File: src/hw/rtl/pbs_pkg.sv
// ----------------------------------------------------------------------------
// pbs_pkg
// Types and constants shared by the premultiplied bilinear sampler.
// ----------------------------------------------------------------------------
package pbs_pkg;

    localparam logic CMD_WRITE  = 1'b0;
    localparam logic CMD_SAMPLE = 1'b1;

    localparam logic WRAP_RING      = 1'b0;
    localparam logic WRAP_SPHERICAL = 1'b1;

    localparam int CFG_IDX_W  = 2;
    localparam int CFG_DATA_W = 9;

    localparam logic [CFG_IDX_W-1:0] REG_WRAP_MODE    = 2'd0;
    localparam logic [CFG_IDX_W-1:0] REG_IMAGE_WIDTH  = 2'd1;
    localparam logic [CFG_IDX_W-1:0] REG_IMAGE_HEIGHT = 2'd2;

    localparam int WIDTH_RESET  = 256;
    localparam int HEIGHT_RESET = 128;

    localparam logic [16:0] ONE_Q16    = 17'd65536;
    localparam logic [15:0] HALF_Q16   = 16'd32768;
    localparam logic [16:0] FULL_Q15   = 17'd32768;
    localparam logic [15:0] NORM_DIV   = 16'd65025;
    localparam logic [16:0] NORM_RECIP = 17'd66051;
    localparam logic [31:0] NORM_BIAS  = 32'd4261478400;
    localparam int          NORM_SHIFT = 17;
    localparam logic [15:0] ALPHA_FULL = 16'd255;

    localparam int ACC_W  = 48;
    localparam int SUM_W  = 49;
    localparam int T_W    = 31;
    localparam int WT_W   = 33;
    localparam int PM_W   = 16;

    typedef struct packed {
        logic               cmd;
        logic [7:0]         texel_col;
        logic [6:0]         texel_row;
        logic [7:0]         red_in;
        logic [7:0]         green_in;
        logic [7:0]         blue_in;
        logic [7:0]         alpha_in;
        logic signed [23:0] u_coord;
        logic signed [23:0] v_coord;
    } req_t;

    typedef struct packed {
        logic [15:0] red_out;
        logic [15:0] green_out;
        logic [15:0] blue_out;
        logic [15:0] alpha_out;
    } rsp_t;

    typedef struct packed {
        logic [7:0] alpha;
        logic [7:0] blue;
        logic [7:0] green;
        logic [7:0] red;
    } texel_t;

    typedef struct packed {
        logic        vld;
        logic [15:0] fx;
        logic [15:0] fy;
    } frac_t;

endpackage

File: src/hw/rtl/pbs_norm.sv
// ----------------------------------------------------------------------------
// pbs_norm
// Divide each channel sum by 65025 through a reciprocal multiply with one
// correction step, saturate to Q1.15 and hold the response register.
// ----------------------------------------------------------------------------
module pbs_norm (
    input  logic                     clk,
    input  logic                     rst_n,
    input  logic                     acc_vld,
    input  logic [pbs_pkg::T_W-1:0]  acc [4],
    input  logic                     rsp_stall,
    output logic                     adv,
    output logic                     rsp_valid,
    output pbs_pkg::rsp_t            rsp
);

    localparam int T_W = pbs_pkg::T_W;

    logic           n1_vld_reg;
    logic           n2_vld_reg;
    logic           rsp_valid_reg;
    pbs_pkg::rsp_t  rsp_reg;
    pbs_pkg::rsp_t  rsp_next;
    logic [T_W-1:0] t1_reg [4];
    logic [15:0]    q1_reg [4];
    logic [T_W-1:0] t2_reg [4];
    logic [15:0]    q2_reg [4];
    logic [31:0]    m2_reg [4];

    logic [47:0]    recip [4];
    logic [31:0]    rem [4];
    logic [16:0]    quo [4];
    logic [15:0]    sat [4];
    logic           out_en;

    assign adv    = !(n2_vld_reg && rsp_valid_reg && rsp_stall);
    assign out_en = !rsp_valid_reg || !rsp_stall;

    always_comb
    begin
        for (int c = 0; c < 4; c++)
        begin
            recip[c] = 48'(acc[c]) * 48'(pbs_pkg::NORM_RECIP);
            rem[c]   = 32'(t2_reg[c]) - m2_reg[c];
            quo[c]   = 17'(q2_reg[c]) + ((rem[c] >= 32'(pbs_pkg::NORM_DIV)) ? 17'd1 : 17'd0);
            sat[c]   = (quo[c] > pbs_pkg::FULL_Q15) ? 16'(pbs_pkg::FULL_Q15) : quo[c][15:0];
        end
        rsp_next.red_out   = sat[0];
        rsp_next.green_out = sat[1];
        rsp_next.blue_out  = sat[2];
        rsp_next.alpha_out = sat[3];
    end

    always_ff @(posedge clk or negedge rst_n)
    begin
        if (!rst_n)
        begin
            n1_vld_reg    <= 1'b0;
            n2_vld_reg    <= 1'b0;
            rsp_valid_reg <= 1'b0;
        end
        else
        begin
            if (adv)
            begin
                n1_vld_reg <= acc_vld;
                n2_vld_reg <= n1_vld_reg;
            end
            if (out_en)
            begin
                rsp_valid_reg <= n2_vld_reg;
            end
        end
    end

    always_ff @(posedge clk)
    begin
        if (adv)
        begin
            for (int c = 0; c < 4; c++)
            begin
                t1_reg[c] <= acc[c];
                q1_reg[c] <= recip[c][47:32];
                t2_reg[c] <= t1_reg[c];
                q2_reg[c] <= q1_reg[c];
                m2_reg[c] <= 32'(q1_reg[c]) * 32'(pbs_pkg::NORM_DIV);
            end
        end
        if (out_en)
        begin
            rsp_reg <= rsp_next;
        end
    end

    assign rsp_valid = rsp_valid_reg;
    assign rsp       = rsp_reg;

endmodule

File: config.mk
export PLATFORM = sky130hd
export DESIGN_NAME = pbs_norm
export DESIGN_NICKNAME = d
export VERILOG_FILES = /design/src/hw/rtl/pbs_pkg.sv /design/src/hw/rtl/pbs_norm.sv
export SDC_FILE = /design/constraint.sdc
export NUM_CORES = 2
export LEC_CHECK = 0
export BUFFER_PORTS_ARGS = -buffer_cell sky130_fd_sc_hd__buf_4
export CORE_MARGIN = 3
export CORE_UTILIZATION = 23
export CTS_CLUSTER_DIAMETER = 30
export DETAILED_ROUTE_END_ITERATION = 8
export GPL_ROUTABILITY_DRIVEN = 0
export GPL_TIMING_DRIVEN = 0
export HOLD_SLACK_MARGIN = 0.02
export SLEW_MARGIN = 20
export SYNTH_ARGS = -nofsm -noshare
export SYNTH_HDL_FRONTEND = slang
export SYNTH_SLANG_ARGS = --single-unit
File: constraint.sdc
create_clock -name clk -period 17.4 [get_ports clk]
set_input_delay 0 -clock clk [delete_from_list [all_inputs] [get_ports clk]]
set_output_delay 0 -clock clk [all_outputs]
set_load 0.005 [all_outputs]
; Yosys cells after proc, flatten, opt, wreduce, memory -nomap -nowiden
; Memory sizes are Yosys's and may differ from the RTL's.
; Index checks and enable logic that the tools add are counted.
[totals]
reg_bits = 67
mem_bits_rw = 504
output_inout_bits = 66
memories = 5
[classes]
n_addsub = 8
n_mul = 8
magnitude_cmp = 8
mux = 5
n_reduce_logical = 6
[mem_list]
columns = memory, depth, word_bits, read_ports, rd_clocked_by_memory_dff, write_ports, line
row1 = m2_reg, 4, 32, 4, 0, 4, pbs_norm.sv:28  ; logic [31:0] m2_reg [4];
row2 = t1_reg, 4, 31, 4, 0, 4, pbs_norm.sv:24  ; logic [T_W-1:0] t1_reg [4];
row3 = t2_reg, 4, 31, 4, 0, 4, pbs_norm.sv:26  ; logic [T_W-1:0] t2_reg [4];
row4 = q1_reg, 4, 16, 4, 0, 4, pbs_norm.sv:25  ; logic [15:0] q1_reg [4];
row5 = q2_reg, 4, 16, 4, 0, 4, pbs_norm.sv:27  ; logic [15:0] q2_reg [4];
[ops]
columns = cell, count
row1 = "multiplier 31 x 17 -> 48 bit, second input constant", 4
row2 = "greater-or-equal comparator 32 x 16 -> 1 bit, second input constant", 4
row3 = "multiplier 16 x 16 -> 32 bit, second input constant", 4
row4 = subtractor 31 x 32 -> 32 bit, 4
row5 = adder 16 x 1 -> 17 bit, 4
row6 = "> comparator 17 x 16 -> 1 bit, second input constant", 4
row7 = 2-to-1 mux 1 bit, 5
row8 = zero test 1 bit, 3
row9 = logical AND 1 bit, 2
row10 = logical OR 1 bit, 1

; Longest topological paths before layout
[logic_depth]
word_depth = 5
mapped_depth = 30
ltp_nobuf = 29

; Worst setup path before layout
; No wires, ideal clock.
[synth_path]
path_kind = reg-to-reg
startpoint = register n2_vld_reg
endpoint = memory m2_reg[0][0], enable pin
setup_ps = 4603
arrival_time_ps = 10774
slack_ps = 2023
path_stages_with_launch = 2
path_buffers = 0
path_cell_list = dfrtp_1 -> nand3_1
[synth_rtl]
columns = item, line
row1 = from (decl), pbs_norm.sv:20  ; logic n2_vld_reg;
row2 = from (signal assigned), pbs_norm.sv:67  ; n2_vld_reg <= n1_vld_reg;
row3 = to (decl), pbs_norm.sv:28

==> results.md <==
* Peak Freq at 139.2 MHz
* Register area at 0.01605 mm2
* Setup violators final at 0
* Detail Route met2 WL at 63.06 mm
* Max layer used: met5
* Vias in the first global route at 39620
* Clk slew on worst S/H paths at 0.05 ns
* Period utilization at 41.28%
* H-tree levels at 4
* Number of CTS-inserted buffers at 134
* Syn_nets at 6664
* CTS Root Cell: clkbuf_16
* Worst Tran Pin Value at 0.7584 ns
* Synth warnings at 0
* TritonRoute pass-1 iters at 5
* EDFF count, synth at 532
* Initial Utilization at 23.27%
* IO Pins at 194
* WL per Instance at 15.04 um
* Max Slew Vio Count at 0
* Total gr overflow at 0
* Distinct cells, synth at 112
* CTS tree: yes
* Synthesized area at 0.05442 mm2
* Post-DRT Antenna Nets at 0
* Post_cts resized at 0
* Slew headroom at 49.44%
* Antenna violations before repair at 33
* Core ar. at 0.2339 mm2
* Area Overhead vs Synth at 23.13%
* Fillers at 23980
* Commonest non-fill, non-tap cells in the layout: ha_1, inv_1, edfxtp_1, fa_1, nor2_1
* Cell mode on critical path: nand2_1
* RSZ-0062 raised after global routing: false
* Share of the synthesized area in the top cell type at 29.36%
* Post-synthesis async set-or-reset flop share at 0.5607%
* Die W at 492.4 um
* R2R depth at 29
* Met3 WL at 4.890 mm
* Largest register FFs at 128
* Die height at 492.4 um
* Drt via density at 4.366
* Area of the multi-input gates at 0.03518 mm2
* Port bufs at 193
* Ys flop type: edfxtp_1
* Vias at 38120
* Fin Clk Skew at 0.04736 ns
* Die area at 0.2425 mm2
* Synth Instances at 4920
* CP startpoint kind: register
* WHS Path Cells at 2
* Max Cap Viol at 0
* Area leader, netlist: edfxtp_1
* Register area share after synthesis at 29.49%
* Worst stage delay on the critical path at 0.51 ns
* CP Capture Type: register
* Commonest non-fill, non-tap cell in the layout: ha_1
* Period minus WS final at 7.182 ns
* Synthesized flop and latch total at 535
* Hold Path Class: input pin to register
* Share of cells above drive strength 1 at 9.027%
* Top post-synthesis cells by area: edfxtp_1, ha_1, fa_1
* Clock Tree Buf Depth at 3
* Final Hold Vio Count at 0
* Hold Slack at 0.09728 ns
* Post-detail-place hpwl at 104.9 mm
* Routed WL at 131.3 mm
* Worst setup path category: register to register
* DRC Markers at 0
* Met1 wire length at 58.61 mm
* CTS Sinks at 535
* Syn avg cell area at 11.06 um2
* Outcome: complete, no violations
* First-pass GRT wire length at 209.7 mm
* Req. time, crit path at 17.91 ns
* GRT Total Usage at 10.82%
* Critical path arrival at 7.70 ns
* Largest net degree at the start of global routing at 53
* CP Max Fanout at 10
* Slowest CP cell: edfxtp_1
* Initial DRC count at 1821
* Core Rows at 177
* Clock latency on the worst-skew pair at 0.75 ns
* Nets at 7219
## cell families after synthesis
| group | share of synthesized area, % |
|---|---|
| xor+xnor | 3.847 |
| fa+ha+maj | 42.56 |
| buf+inv | 5.902 |
| compound gates | 10.33 |
| simple gates | 7.594 |
| flops | 29.49 |
| mux | 0.2667 |
## per-stage QoR
| stage | utilization, % | setup TNS, ns | area, um2 | setup slack (ns) | std cells |
|---|---|---|---|---|---|
| floorplan | - | 0 | 54420 | 2.023 | 4920 |
| global placement | 25.56 | -2191.92 | 59790 | -4.867 | 8245 |
| detailed placement | 25.70 | 0 | 60090 | 10.22 | 8257 |
| CTS | 28.64 | 0 | 66970 | 10.18 | 8715 |
| global route | 28.65 | 0 | 67010 | 9.645 | 8729 |
| finish | 28.65 | 0 | 67010 | 10.22 | 8730 |
## critical path: cells and delay by family, from the launching register on
family / cells / cell delay, ns
AND/OR/NAND/NOR: 16 / 3.10
AO/OA/AOI/OAI: 7 / 1.79
adder cells (fa/ha/maj): 3 / 0.95
flip-flops: 1 / 0.51
multiplexers: 1 / 0.35
buffers and inverters: 2 / 0.27
## Yosys cell counts (all sizes together), types with 9 or more instances
library cell	count
o2111ai	17
a31oi	20
ha	1224
o21a	46
inv	821
a2111oi	12
xnor2	180
nand4	56
o211ai	14
clkbuf	18
and4	10
or3	15
nand3	83
and2	12
nand2	146
nor2	261
a21o	135
o21ai	169
o21bai	33
a21oi	244
nand2b	32
and3	33
nand3b	9
nor3	83
nor2b	47
a211oi	31
fa	392
nor4	23
o41ai	10
edfxtp	532
xor2	59
mux2i	10
## metal layers
metal / vias up / track usage (%)
met5: - / 0
met4: 10 / 4.194
met3: 276 / 1.606
met2: 773 / 18.58
met1: 18440 / 13.63
li1: 18620 / -
## cell type report
class / count / share of cell area (%)
Clock inverter: 92 / 1.901
Multi-Input combinational cell: 3539 / 52.50
Timing Repair Buffer: 419 / 5.785
Clock buffer: 152 / 5.168
Antenna cell: 15 / 0.05602
Buffer: 25 / 0.1942
Sequential cell: 535 / 23.95
Tap cell: 3132 / 5.848
Inverter: 821 / 4.599
## timing repair
| action | in CTS | in global routing |
|---|---|---|
| buffers inserted | 0 | 0 |
| hold buffers | 214 | 0 |
| setup endpoints to repair | 0 | 0 |
| hold endpoints to repair | 217 | 0 |
## final timing paths
path,start,endpoint,slack [ns]
max,m2_reg[2][0]$_DFFE_PN_,rsp[18]$_SDFFCE_PN0P_,10.22
min,acc[123],t1_reg[0][30]$_DFFE_PN_,0.1
max reg2reg,m2_reg[2][0]$_DFFE_PN_,rsp[18]$_SDFFCE_PN0P_,10.22
min reg2reg,t1_reg[3][21]$_DFFE_PN_,t2_reg[3][21]$_DFFE_PN_,0.38
max in group asynchronous,rst_n,n2_vld_reg$_DFFE_PN0N_,17.10
min in group asynchronous,rst_n,rsp_valid$_DFFE_PN0P_,0.15
Power is not shown: default switching activity piles up to over one toggle a cycle in this logic, so the estimate is an artifact.
