--- config.mk ---
export PLATFORM = sky130hd
export DESIGN_NAME = pbs_front
export DESIGN_NICKNAME = d
export VERILOG_FILES = /design/src/hw/rtl/pbs_pkg.sv /design/src/hw/rtl/pbs_front.sv
export SDC_FILE = /design/constraint.sdc
export NUM_CORES = 1
export LEC_CHECK = 0
export BUFFER_PORTS_ARGS = -buffer_cell sky130_fd_sc_hd__buf_2
export CAP_MARGIN = 20
export CORE_MARGIN = 3
export CORE_UTILIZATION = 53
export DETAILED_ROUTE_END_ITERATION = 6
export PLACE_DENSITY_LB_ADDON = 0.05
export SLEW_MARGIN = 20
export SYNTH_ARGS = -nofsm -noshare
export SYNTH_HDL_FRONTEND = slang
export SYNTH_SLANG_ARGS = --single-unit
--- constraint.sdc ---
create_clock -name clk -period 4.6 [get_ports clk]
set_input_delay 0.92 -clock clk [delete_from_list [all_inputs] [get_ports clk]]
set_output_delay 0.92 -clock clk [all_outputs]
set_load 0.01 [all_outputs]
--- src/hw/rtl/pbs_pkg.sv ---
// ----------------------------------------------------------------------------
// pbs_pkg
// Types and constants shared by the premultiplied bilinear sampler.
// ----------------------------------------------------------------------------
package pbs_pkg;

    localparam logic CMD_WRITE  = 1'b0;
    localparam logic CMD_SAMPLE = 1'b1;

    localparam logic WRAP_RING      = 1'b0;
    localparam logic WRAP_SPHERICAL = 1'b1;

    localparam int CFG_IDX_W  = 2;
    localparam int CFG_DATA_W = 9;

    localparam logic [CFG_IDX_W-1:0] REG_WRAP_MODE    = 2'd0;
    localparam logic [CFG_IDX_W-1:0] REG_IMAGE_WIDTH  = 2'd1;
    localparam logic [CFG_IDX_W-1:0] REG_IMAGE_HEIGHT = 2'd2;

    localparam int WIDTH_RESET  = 256;
    localparam int HEIGHT_RESET = 128;

    localparam logic [16:0] ONE_Q16    = 17'd65536;
    localparam logic [15:0] HALF_Q16   = 16'd32768;
    localparam logic [16:0] FULL_Q15   = 17'd32768;
    localparam logic [15:0] NORM_DIV   = 16'd65025;
    localparam logic [16:0] NORM_RECIP = 17'd66051;
    localparam logic [31:0] NORM_BIAS  = 32'd4261478400;
    localparam int          NORM_SHIFT = 17;
    localparam logic [15:0] ALPHA_FULL = 16'd255;

    localparam int ACC_W  = 48;
    localparam int SUM_W  = 49;
    localparam int T_W    = 31;
    localparam int WT_W   = 33;
    localparam int PM_W   = 16;

    typedef struct packed {
        logic               cmd;
        logic [7:0]         texel_col;
        logic [6:0]         texel_row;
        logic [7:0]         red_in;
        logic [7:0]         green_in;
        logic [7:0]         blue_in;
        logic [7:0]         alpha_in;
        logic signed [23:0] u_coord;
        logic signed [23:0] v_coord;
    } req_t;

    typedef struct packed {
        logic [15:0] red_out;
        logic [15:0] green_out;
        logic [15:0] blue_out;
        logic [15:0] alpha_out;
    } rsp_t;

    typedef struct packed {
        logic [7:0] alpha;
        logic [7:0] blue;
        logic [7:0] green;
        logic [7:0] red;
    } texel_t;

    typedef struct packed {
        logic        vld;
        logic [15:0] fx;
        logic [15:0] fy;
    } frac_t;

endpackage

--- src/hw/rtl/pbs_front.sv ---
// ----------------------------------------------------------------------------
// pbs_front
// Coordinate front end: wrap or clamp, scale to texel space, then form the
// four footprint addresses and the write request.
// ----------------------------------------------------------------------------
module pbs_front #(
    parameter int MAX_WIDTH  = 256,
    parameter int MAX_HEIGHT = 128,
    parameter int WW         = 9,
    parameter int HH         = 8,
    parameter int CW         = 8,
    parameter int RW         = 7
) (
    input  logic                 clk,
    input  logic                 rst_n,
    input  logic                 en,
    input  logic                 req_valid,
    input  pbs_pkg::req_t        req,
    input  logic                 wrap_mode,
    input  logic [WW-1:0]        width,
    input  logic [HH-1:0]        height,
    output logic                 we,
    output logic [RW+CW-1:0]     waddr,
    output pbs_pkg::texel_t      wdata,
    output logic [RW+CW-1:0]     raddr [4],
    output pbs_pkg::frac_t       frac
);

    localparam int PXW = 16 + WW;
    localparam int PYW = 16 + HH;

    logic              vld1_reg;
    logic              wr1_reg;
    logic              inrange1_reg;
    logic [RW+CW-1:0]  waddr1_reg;
    pbs_pkg::texel_t   wdata1_reg;
    logic [PXW-1:0]    px1_reg;
    logic [PYW-1:0]    py1_reg;

    logic [16:0]       uq;
    logic [16:0]       vq;
    logic [31:0]       col_ext;
    logic [31:0]       row_ext;
    logic              sph;
    logic [WW-1:0]     kx;
    logic [HH-1:0]     ky;
    logic [WW-1:0]     col0;
    logic [WW-1:0]     col1;
    logic [HH-1:0]     row0;
    logic [HH-1:0]     row1;

    assign sph = (wrap_mode == pbs_pkg::WRAP_SPHERICAL);

    always_comb
    begin
        if (sph)
        begin
            uq = {1'b0, req.u_coord[15:0]};
        end
        else if (req.u_coord[23])
        begin
            uq = '0;
        end
        else if (req.u_coord[22:0] > 23'(pbs_pkg::ONE_Q16))
        begin
            uq = pbs_pkg::ONE_Q16;
        end
        else
        begin
            uq = req.u_coord[16:0];
        end

        if (!sph)
        begin
            vq = {1'b0, req.v_coord[15:0]};
        end
        else if (req.v_coord[23])
        begin
            vq = '0;
        end
        else if (req.v_coord[22:0] > 23'(pbs_pkg::ONE_Q16))
        begin
            vq = pbs_pkg::ONE_Q16;
        end
        else
        begin
            vq = req.v_coord[16:0];
        end
    end

    assign col_ext = 32'(req.texel_col);
    assign row_ext = 32'(req.texel_row);

    always_ff @(posedge clk or negedge rst_n)
    begin
        if (!rst_n)
        begin
            vld1_reg <= 1'b0;
        end
        else if (en)
        begin
            vld1_reg <= req_valid;
        end
    end

    always_ff @(posedge clk)
    begin
        if (en && req_valid)
        begin
            wr1_reg      <= (req.cmd == pbs_pkg::CMD_WRITE);
            inrange1_reg <= (col_ext < 32'(MAX_WIDTH)) && (row_ext < 32'(MAX_HEIGHT));
            waddr1_reg   <= {row_ext[RW-1:0], col_ext[CW-1:0]};
            wdata1_reg.red   <= req.red_in;
            wdata1_reg.green <= req.green_in;
            wdata1_reg.blue  <= req.blue_in;
            wdata1_reg.alpha <= req.alpha_in;
            px1_reg <= PXW'(PXW'(uq) * PXW'(width)) + PXW'(pbs_pkg::HALF_Q16);
            py1_reg <= PYW'(PYW'(vq) * PYW'(height)) + PYW'(pbs_pkg::HALF_Q16);
        end
    end

    assign kx = px1_reg[PXW-1:16];
    assign ky = py1_reg[PYW-1:16];

    always_comb
    begin
        if (kx == '0)
        begin
            col0 = sph ? width - WW'(1) : '0;
        end
        else
        begin
            col0 = kx - WW'(1);
        end

        if (kx == width)
        begin
            col1 = sph ? '0 : width - WW'(1);
        end
        else
        begin
            col1 = kx;
        end

        if (ky == '0)
        begin
            row0 = !sph ? height - HH'(1) : '0;
        end
        else
        begin
            row0 = ky - HH'(1);
        end

        if (ky == height)
        begin
            row1 = !sph ? '0 : height - HH'(1);
        end
        else
        begin
            row1 = ky;
        end
    end

    assign raddr[0] = {row0[RW-1:0], col0[CW-1:0]};
    assign raddr[1] = {row0[RW-1:0], col1[CW-1:0]};
    assign raddr[2] = {row1[RW-1:0], col0[CW-1:0]};
    assign raddr[3] = {row1[RW-1:0], col1[CW-1:0]};

    assign we    = vld1_reg && wr1_reg && inrange1_reg;
    assign waddr = waddr1_reg;
    assign wdata = wdata1_reg;

    assign frac.vld = vld1_reg && !wr1_reg;
    assign frac.fx  = px1_reg[15:0];
    assign frac.fy  = py1_reg[15:0];

endmodule

# Word-level counts from Yosys, hierarchy flattened
# Cells that the tools add are included.
[totals]
word_cells = 47
out_inout_bits = 141
in_bits = 118
reg_bits = 99
[op_classes]
magnitude_cmp = 4
multipliers = 2
mux = 14
n_reduce_logical = 8
eq_ne = 2
add_sub_neg = 6
n_bitwise = 1
[op_table]
columns = ["operator", "n"]
rows = [
  ["$mux W17", 6],
  ["$gt A23 B17 Y1 const B", 2],
  ["$mux W8", 4],
  ["$mux W7", 4],
  ["$add A25 B16 Y25 const B", 1],
  ["$mul A17 B9 Y25", 1],
  ["$add A24 B16 Y24 const B", 1],
  ["$mul A17 B8 Y24", 1],
  ["$sub A8 B1 Y8 const B", 2],
  ["$sub A7 B1 Y7 const B", 2],
  ["$eq A9 B9 Y1", 1],
  ["$logic_not A9 Y1", 1],
  ["$lt A8 B9 Y1 const B", 1],
  ["$eq A8 B8 Y1", 1],
  ["$logic_not A8 Y1", 1],
  ["$lt A7 B8 Y1 const B", 1],
  ["$logic_and A1 B1 Y1", 5],
  ["$logic_not A1 Y1", 1],
  ["$not A1 Y1", 1],
]

# Longest topological paths before layout
[depth]
depth_word = 6
depth_mapped = 26
depth_no_buf = 24

# Worst setup path before layout
# Ideal clock, no wire load.
[synth_path]
path_type = "input -> register"
from = "input req[37] (netlist name)"
to = "register px1_reg[21], data pin"
setup_ps = 258
arrival_time_ps = 6265
required_time_ps = 4342
path_stages = 24
slack_ps = -1923
path_buffers = 2
cell_sequence = "clkbuf_1 nor4_1 nand4_1 a211oi_2 nor2_4 nor2_2 buf_4 nand2_1 fa_1 fa_1 inv_1 ha_1 inv_1 fa_1 inv_1 ha_1 ha_1 fa_1 a211oi_1 nor2_1 o2bb2ai_1 o31ai_1 or2_2 xor2_1"
[synth_between]
elab_chain_len = 6
[synth_lines]
columns = ["item", "line_no", "source"]
rows = [
  ["start, declared", "pbs_front.sv:18", "input pbs_pkg::req_t req,"],
  ["$gt A23 B17 Y1", "pbs_front.sv:64", "else if (req.u_coord[22:0] > 23'(pbs_pkg::ONE_Q16))"],
  ["$mux W17", "pbs_front.sv:64", ""],
  ["$mux W17", "pbs_front.sv:60", "else if (req.u_coord[23])"],
  ["$mux W17 *", "pbs_front.sv:56", "if (sph)"],
  ["$mul A17 B9 Y25 *", "pbs_front.sv:117", "px1_reg <= PXW'(PXW'(uq) * PXW'(width)) + PXW'(pbs_pkg::HALF_Q16);"],
  ["$add A25 B16 Y25 *", "pbs_front.sv:117", ""],
  ["end signal, assigned", "pbs_front.sv:117", ""],
  ["end, declared", "pbs_front.sv:37", "logic [PXW-1:0] px1_reg;"],
]
# Every way passes the cells marked *; elsewhere a longest branch is shown, timed or not.
# A chain may end at the register's enable or synchronous reset.

# Final worst setup path
[layout_path]
from = "input req[29] (netlist name)"
to = "register px1_reg[23], data pin"
# Same word-level chain as after synthesis.

==> results.toml <==
[floorplanning]
initial_core_util = 0.546
dieArea_um2 = 28200
die_w_um = 168
die_h_um = 168
ios = 259
fp.coreArea_um2 = 25500
row_count = 58

[timing]
worst_pin_slew_ns = 0.809
finalCriticalPeriod_ns = 6.23
finalSetupViolCount = 39
layout_setup_ws_ns = -1.63
finClkSkew_ns = 0
rsz0062_at_grt = "yes"
drv_slew = 0
maxSlewHeadroom = 0.461
max_freq_mhz = 160
period_share = 1.36
final_hold_viol_count = 0
whs_ns = 0.327

[yosys]
synth_flop_cell = "edfxtp_1"
synth_area_leaders = "fa_1 28%, edfxtp_1 21%, ha_1 11%, inv_1 6.4%, and2_1 5.3%"
async_flop_share = 0.0102
syn_inst = 1426
netlist_area_um2 = 13900
netlist.top_cell.by_area = "fa_1"
synth_edf_count = 97
ys_seq_elements = 98
synth_most_common_cell = "inv_1"
synth.top_cell.area_share = 0.281
yosysWarnings = 0
netlist-cell-type-count = 57
syn_avg_cell_area_um2 = 9.75
synth.top_cells.by_count = "236 x inv_1, 195 x fa_1, 145 x nand2_1"
syn-num-nets = 1861
ys_seq_area_frac = 0.211

[clocking]
worst_skew_pair.late_latency_ns = 0.35
cts.sinks = 98
clock-root-buffer = "clkbuf_16"
htreeDepth = 3
cts_buffer_depth = 2
clk_pin_slew_worst_paths_ns = 0.09
numCtsBuffers = 9
tritoncts = "yes"
holdBufCountCts = 0

[critical_path]
start_kind = "input port"
cp-end-kind = "flop"
crit_fanout = 7
critical_path_class = "in -> reg"
crit_arrival_ns = 6.34
cp.required_ns = 4.71

[cells_and_area]
nets = 2257
area_delta_synth_final_pct = 32.6
diodes = 0
largest_reg_flops = 32
post-route-util = 0.724
drive_gt1_frac = 0.391

[placed_design]
place_congestion = 0.905
portBuffers = 258
dp_hpwl_um = 28600

[global_route]
first_global_vias = 11900
overflow = 0
grt_max_degree = 63
grt_usage = 0.259
antenna_found_initial = 0
grt_pass1_wl_um = 59300

[route]
routedWlPerCell_um = 16.9
routed_wl_um = 36500
dr_wl_met3_um = 2480
drt_iter0_drc = 602
vias = 11200
wl_met2_um = 17400
drc_errors = 0
via_per_inst = 5.21
routed.top_layer = "met4"
drt-pass1-iter-count = 5
ant_nets = 0
wl_met1_um = 16000

[power]
p_leak_nw = 8.91
power_density_nw_per_um2 = 361
ir_drop_v = 0.000234

[outcome]
violations = "setup timing"
status = "complete, but fails checks"

[hold_path]
hold_class = "in -> async"

[flow_run]
cap_violations = 0
==> cells in the final DEF (no fill, tap or decap), types with 5 or more instances in the layout <==
master | Yosys | layout
nand3_1 | 13 | 12
fa_1 | 195 | 185
nand2_1 | 145 | 123
buf_12 | 0 | 9
and2_1 | 117 | 105
o21a_1 | 7 | 7
edfxtp_1 | 97 | 97
buf_4 | 66 | 214
nor2_2 | 1 | 8
fa_2 | 0 | 10
buf_6 | 1 | 20
and2_4 | 0 | 12
inv_2 | 0 | 15
and3_1 | 64 | 64
nor4_1 | 18 | 9
a21oi_1 | 32 | 16
nand3b_1 | 6 | 6
nand2_2 | 0 | 19
clkbuf_16 | 0 | 10
nor2b_4 | 6 | 10
ha_4 | 0 | 35
a21o_1 | 15 | 15
o21ai_2 | 0 | 7
nor2_4 | 2 | 5
o21ai_0 | 25 | 13
mux2_2 | 5 | 5
nor3_1 | 13 | 12
nand4_1 | 8 | 8
nor4_4 | 0 | 5
xnor2_1 | 57 | 52
inv_1 | 236 | 221
nor2_1 | 43 | 35
a21oi_4 | 0 | 8
buf_2 | 17 | 255
ha_1 | 122 | 85
xor2_1 | 21 | 20
a21oi_2 | 2 | 10
xnor2_2 | 0 | 5
==> layer usage <==
metal  vias up  GRT usage
li1       5291          -
met1      5510      0.357
met2       396      0.443
met3        44     0.0364
met4         0     0.0487
met5         -          0
==> final timing paths <==
path	from	end	slack [ns]	cells past startpoint
hold reg to reg	vld1_reg$_DFFE_PN0P_	vld1_reg$_DFFE_PN0P_	0.53	1
max in group asynchronous	rst_n	vld1_reg$_DFFE_PN0P_	4.19	1
setup / recovery	req[29]	px1_reg[23]$_DFFE_PP_	-1.63	27
hold / removal	rst_n	vld1_reg$_DFFE_PN0P_	0.33	1
min in group clk	vld1_reg$_DFFE_PN0P_	vld1_reg$_DFFE_PN0P_	0.53	1
setup reg to reg	vld1_reg$_DFFE_PN0P_	vld1_reg$_DFFE_PN0P_	3.85	1
==> final cells by class <==
cell class | instances | area, µm²
multi-input cells | 977 | 10600
fillers | 1933 | 7030
repair buffers | 500 | 3330
flip-flops and latches | 98 | 2940
inverters | 236 | 886
well taps | 330 | 413
clock buffers | 9 | 225
clock inverters | 7 | 90.1
==> power by group <==
group / internal [mW] / total (mW) / switching, mW
Combinational: 2.24 / 4.48 / 2.24
Clock: 0.434 / 0.831 / 0.397
Sequential: 1.23 / 1.34 / 0.107
Total: 3.91 / 6.65 / 2.74
==> timing repair <==
item                                    CTS  global route
endpoints found under the setup margin   40            41
gates resized for setup                  72            54
pin swaps                                85            62
gates cloned                              5             2
setup buffers                            24            14
==> metrics by stage <==
step,TNS [ns],setup slack (ns),instances,cell area (µm²),total power [mW]
6_report,-45.10,-1.63,2157,18400,6.65
5_1_grt,-53.52,-1.87,2157,18400,7.18
4_1_cts,-43.87,-1.53,2141,18000,6.44
3_5_place_dp,-67.67,-2.32,2097,17200,5.35
3_3_place_gp,-65.85,-2.19,2097,17200,5.29
2_1_floorplan,-36.83,-1.47,1426,14700,4.13
==> logic make-up after synthesis <==
group                    after synthesis  share of synthesized area
AO/OA/AOI/OAI                        117                     0.0548
flip-flops                            98                      0.211
adder cells (fa/ha/maj)              317                      0.390
AND/OR/NAND/NOR                      453                      0.173
buffers and inverters                356                      0.116
XOR/XNOR                              78                     0.0491
multiplexers                           7                    0.00549
==> worst max-delay path, stage by stage <==
cell and delay [ns]:
buf_6 0.10, nor4_4 0.35, nand4_1 0.21, a211oi_2 0.22, buf_4 0.17, nor2_4 0.09
buf_6 0.15, nor2_4 0.13, buf_12 0.14, buf_8 0.10, nand2_2 0.05, fa_1 0.45
fa_1 0.51, inv_2 0.05, ha_4 0.25, inv_2 0.03, fa_1 0.48, inv_2 0.04
ha_4 0.21, ha_4 0.17, fa_2 0.37, a211oi_2 0.24, nor2_2 0.10, o2bb2ai_4 0.23
o31ai_4 0.11, o41ai_2 0.33, xnor2_1 0.12
Note: power is estimated with default switching activity, not from simulation.
